File: src/hdl/rtuchk_pkg.sv
`timescale 1ns / 1ps
// ----------------------------------------------------------------------------
// rtuchk_pkg
// Codes, constants and shared types of the RTU response checker.
// ----------------------------------------------------------------------------
package rtuchk_pkg;

  // input item function codes
  localparam logic [1:0] FUNC_START   = 2'd0;
  localparam logic [1:0] FUNC_BYTE    = 2'd1;
  localparam logic [1:0] FUNC_TIMEOUT = 2'd2;

  // result status codes
  localparam logic [1:0] ST_WORD    = 2'd0;
  localparam logic [1:0] ST_ACCEPT  = 2'd1;
  localparam logic [1:0] ST_REJECT  = 2'd2;
  localparam logic [1:0] ST_TIMEOUT = 2'd3;

  // configuration register indexes
  localparam logic [2:0] CFG_DEVICE_ADDR  = 3'd0;
  localparam logic [2:0] CFG_MODE         = 3'd1;
  localparam logic [2:0] CFG_REG_COUNT    = 3'd2;
  localparam logic [2:0] CFG_ECHO_ADDRESS = 3'd3;
  localparam logic [2:0] CFG_ECHO_VALUE   = 3'd4;

  // Modbus function codes and CRC-16 constants
  localparam logic [7:0]  FC_READ  = 8'h03;
  localparam logic [7:0]  FC_WRITE = 8'h06;
  localparam logic [15:0] CRC_INIT = 16'hFFFF;
  localparam logic [15:0] CRC_POLY = 16'hA001;

  typedef struct packed {
    logic clear;  // back to CRC_INIT
    logic load;   // fold in a byte and start the eight shift steps
  } crc_ctrl_t;

endpackage

File: src/hdl/rtuchk_crc.sv
`timescale 1ns / 1ps
// ----------------------------------------------------------------------------
// rtuchk_crc
// Bit-serial CRC-16 accumulator, one shift step per cycle, eight per byte.
// ----------------------------------------------------------------------------
module rtuchk_crc (
  input  logic                  clk,
  input  logic                  rst,
  input  rtuchk_pkg::crc_ctrl_t ctrl,
  input  logic [7:0]            data,
  output logic [15:0]           crc,
  output logic                  busy
);

  logic [2:0] bit_cnt;

  always_ff @(posedge clk) begin
    if (rst) begin
      crc     <= rtuchk_pkg::CRC_INIT;
      busy    <= 1'b0;
      bit_cnt <= 3'd0;
    end else if (ctrl.clear) begin
      crc  <= rtuchk_pkg::CRC_INIT;
      busy <= 1'b0;
    end else if (ctrl.load) begin
      crc     <= crc ^ {8'h00, data};
      busy    <= 1'b1;
      bit_cnt <= 3'd0;
    end else if (busy) begin
      crc     <= crc[0] ? ((crc >> 1) ^ rtuchk_pkg::CRC_POLY) : (crc >> 1);
      bit_cnt <= bit_cnt + 3'd1;
      if (bit_cnt == 3'd7) begin
        busy <= 1'b0;
      end
    end
  end

  a_eight_steps: assert property (@(posedge clk) disable iff (rst)
    $rose(busy) |-> ##8 !busy)
    else $error("crc busy not eight cycles");

endmodule

File: config.mk
export PLATFORM = sky130hd
export DESIGN_NAME = rtuchk_crc
export DESIGN_NICKNAME = d
export VERILOG_FILES = /design/src/hdl/rtuchk_pkg.sv /design/src/hdl/rtuchk_crc.sv
export SDC_FILE = /design/constraint.sdc
export NUM_CORES = 1
export LEC_CHECK = 0
export ABC_CLOCK_PERIOD_IN_PS = 3610
export BUFFER_PORTS_ARGS = -buffer_cell sky130_fd_sc_hd__clkbuf_2
export CAP_MARGIN = 0
export CORE_MARGIN = 2
export CORE_UTILIZATION = 52
export CTS_BUF_LIST = sky130_fd_sc_hd__clkbuf_16
export DETAILED_ROUTE_END_ITERATION = 10
export GPL_TIMING_DRIVEN = 0
export PLACE_DENSITY = 0.82
export SYNTH_ARGS = -nofsm -noshare
export SYNTH_HDL_FRONTEND = slang
export SYNTH_SLANG_ARGS = --single-unit
File: constraint.sdc
create_clock -name clk -period 3.61 [get_ports clk]
set_clock_uncertainty 0.2 [all_clocks]
set_input_delay 0.1805 -clock clk [delete_from_list [all_inputs] [get_ports clk]]
set_output_delay 0.1805 -clock clk [all_outputs]
set_load 0.01 [all_outputs]
After elaboration in Yosys (flattened, before gate mapping) --
Cells that the tools add are included.
Storage, ports and cells: flip-flop bits (word level) 20, input port bits 12, word-level logic and storage cells 19
Cells by class: $add $sub $neg 1, equal/unequal tests 1, mux-type cells 8, bitwise gates (word level) 3, reduce and logical (&&, ||, !) cells 3
Operator list (number):
- $mux W16 | 3
- $xor A16 B8 Y16 | 1
- $mux W3 | 2
- $add A3 B1 Y3 const B | 1
- $eq A3 B3 Y1 const B | 1
- $mux W1 | 3
- $not A2 Y3 | 1
- $reduce_and A2 Y1 | 1
- $reduce_bool A2 Y1 | 1
- $reduce_or A2 Y1 | 1
- $not A1 Y1 | 1

Longest topological paths before layout --
word-level depth 4, depth in mapped cells 5, mapped depth without buffers 5

Least setup slack after synthesis --
No wires, ideal clock.
kind reg-to-reg, start point register busy, end point register crc[0], data arrival time 1.044 ns, setup slack 2.245 ns, cell stages (with the launch flop) 4, path buffers 0, period minus slack after synthesis 1.365 ns, cells stage by stage dfxtp_1 -> and2b_4 -> a22oi_2 -> mux2_4
Between the ends: word-level cells in the longest chain between the ends 1
RTL lines:
- start, declared | RTL line rtuchk_crc.sv:12 | output logic busy
- start signal, assigned | RTL line rtuchk_crc.sv:20 | busy <= 1'b0;
- start signal, assigned | RTL line rtuchk_crc.sv:24 | busy <= 1'b0;
- start signal, assigned | RTL line rtuchk_crc.sv:27 | busy <= 1'b1;
- $reduce_bool A2 Y1 (no source line)
- end signal, assigned | RTL line rtuchk_crc.sv:19 | crc <= rtuchk_pkg::CRC_INIT;
- end signal, assigned | RTL line rtuchk_crc.sv:23 | crc <= rtuchk_pkg::CRC_INIT;
- end signal, assigned | RTL line rtuchk_crc.sv:26 | crc <= crc ^ {8'h00, data};
- end, declared | RTL line rtuchk_crc.sv:11 | output logic [15:0] crc,
Every way passes these cells. A chain may end at the register's enable or synchronous reset.

Worst setup path after layout --
start point input port ctrl[1] in the netlist's numbering, end point register crc[6]
Between the ends: word-level cells in the longest chain between the ends 1
RTL lines:
- start, declared | RTL line rtuchk_crc.sv:9 | input rtuchk_pkg::crc_ctrl_t ctrl,
- $reduce_or A2 Y1 (no source line)
Every way passes these cells.

==> summary.txt <==
status: complete, no violations
Site Rows: 14
die width: 45.5 microns
number of detailed-route iterations in the first pass: 4
fin area: 1180 sq um
Sw Pwr: 0.114 mW
Netlist cell types: 23
H-tree levels: 1
area delta synth->final: 31.8%
Root Driver: clkbuf_16
clock buffer depth: 2
Sink Count: 20
DRT iter0 DRCs: 20
gr usage total: 0.226
Multi-input gate area: 450 sq um
Fin. Hold Viols: 0
Worst-Margin Slew: 0.456 ns
Largest stage delay, worst path: 0.53 ns
Clock Power Share: 0.514
Routed Antenna Nets: 0
Nets: 154
syn avg cell area: 8.53 sq um
first-pass GRT wire length: 3450 microns
Final Setup Violations: 0
Worst setup SP type: input pin
Pwr per Cell Area: 496 nW/um^2
die area: 2070 sq um
DRC: 0
RSZ-0062 raised after global routing: no
Crit Path Category: in -> reg
FF/Latch Area: 400 sq um
pin count of the biggest net entering global routing: 13
DP Area: 1060 sq um
PortBufs: 28
post-synthesis sequential area ratio: 0.447
YS warnings: 0
Clock transition at path regs: 0.05 ns
clk_lat worst skew: 0.25 ns
Crit. End Element: register
overall power: 0.585 mW
Via Count: 873
Post-Synthesis Net Count: 119
Die H: 45.5 microns
Synth Register Bits: 20
Fmax: 0.587 GHz
Switching Fraction: 0.195
post-route clock period utilization: 0.472
Critical Path RT: 3.54 ns
sequential fraction of design power: 0.396
Overflow after GRT: 0
post-DP HPWL: 1380 microns
setup bufs post-CTS: 0
slew margin rel.: 0.695
fin cells: 155
initial antenna violation count: 0
Post-Route Setup TNS: 0 ns
R2R setup slack: 2.18 ns
Synth Instances: 105
layout cells sized above 1: 0.309
vias in the first global route: 819
utilization after layout: 0.758
Worst R2R Path Depth: 4
Pins Over Slew Limit: 0
CTS tree: done
cts repair resizes: 0
WL/cell: 13.3 microns
# diodes: 0
placed cells: 149
gpl congestion: 0.748
Internal Power: 0.471 mW
hold path depth: 4
Mapped Area: 896 sq um
critical-path cell list: dlygate4sd3_1, clkbuf_2, nor2_1, buf_2, o21ai_0
CP max FO: 10
final hold slack: 0.0749 ns
initial core utilization: 0.575
Final min period: 1.70 ns
hold crit path type: in -> reg
maximum vdd ir drop: 0.363 mV
final worst slack: 1.91 ns
Place WS: 2.17 ns
Slowest cell on crit path: dlygate4sd3_1
leakage power: 0.555 nW
Core ar.: 1560 sq um
Max-Cap Viols: 0
vias per cell: 5.63
WL final: 2060 microns
logic gate share of total power: 0.089
crit path DAT: 1.63 ns
TritonCTS Buffers: 3
fill count: 114
# IOs: 29
-- cells in the final DEF (no fill, tap or decap), drive strengths merged, types with 2 or more instances in the layout --
cell          n
ha            2
nand3        13
dfxtp        20
inv           2
dlygate4sd3   2
nand2b        8
o211ai        2
a22oi         3
clkbuf       31
o21ai        14
nor2          4
nand2        16
a21oi         8
buf           5
-- logic make-up after synthesis --
logic type,synth area share
buffers and inverters,0.0503
XOR/XNOR,0.00978
AO/OA/AOI/OAI,0.179
multiplexers,0.0279
AND/OR/NAND/NOR,0.258
flip-flops,0.447
adder cells (fa/ha/maj),0.0279
-- synthesized netlist by cell type, drive strengths merged --
cell type / instances / share of area
and2b: 1 / 0.011
nand2b: 8 / 0.064
dfxtp: 20 / 0.45
inv: 2 / 0.0084
nand2: 16 / 0.067
mux2i: 1 / 0.011
or2: 1 / 0.0070
nand3: 13 / 0.073
nor3b: 1 / 0.014
o211ai: 2 / 0.017
mux2: 1 / 0.017
nor3: 1 / 0.0056
xnor2: 1 / 0.0098
a22oi: 3 / 0.031
nor2: 4 / 0.017
o21ai: 14 / 0.078
o21bai: 1 / 0.0084
buf: 5 / 0.042
a21oi: 8 / 0.045
ha: 2 / 0.028
-- repair_timing --
| action | 4_1_cts | 5_1_grt |
|---|---|---|
| endpoints found under the hold margin | 4 | 0 |
| setup endpoints to repair | 0 | 0 |
| hold buffers | 2 | 0 |
-- metal layers --
metal  global-route usage  wire length [microns]  vias up
li1                     -                      -      434
met1                0.284                    916      417
met2                0.369                   1030       20
met3               0.0437                     87        2
met4                0.106                     23        0
met5                    0                      0        -
-- critical path, delay by kind of cell --
family	cells	cell delay, ns
buffers and inverters	3	0.96
AND/OR/NAND/NOR	1	0.38
AO/OA/AOI/OAI	1	0.11
-- power groups by stage --
stage	logic, mW	clock network [mW]	registers [mW]
CTS	0.0520	0.303	0.232
floorplan	0.0287	0	0.238
global placement	0.0482	0	0.236
global route	0.0581	0.309	0.233
detailed placement	0.0492	0	0.237
finish	0.0523	0.301	0.232
-- cell type report --
cell class,instances,area share
plain buffers,5,0.0318
clock buffers,3,0.0636
clock inverters,1,0.0254
inverters,2,0.00636
multi-input cells,78,0.381
flip-flops and latches,20,0.339
well taps,16,0.0169
repair buffers,30,0.136
-- worst paths after layout --
path	start	to
worst max-delay path	ctrl[1]	crc[6]$_SDFFE_PP1P_
worst min-delay path	data[2]	crc[2]$_SDFFE_PP1P_
worst max register to register	busy$_SDFF_PP0_	crc[3]$_SDFFE_PP1P_
worst min register to register	crc[8]$_SDFFE_PP1P_	crc[8]$_SDFFE_PP1P_
-- sequential cells by signal, summed over array words and instances (netlist names) --
register  cells
crc          16
bit_cnt       3
busy          1
Note: power is estimated with default switching activity, not from simulation.
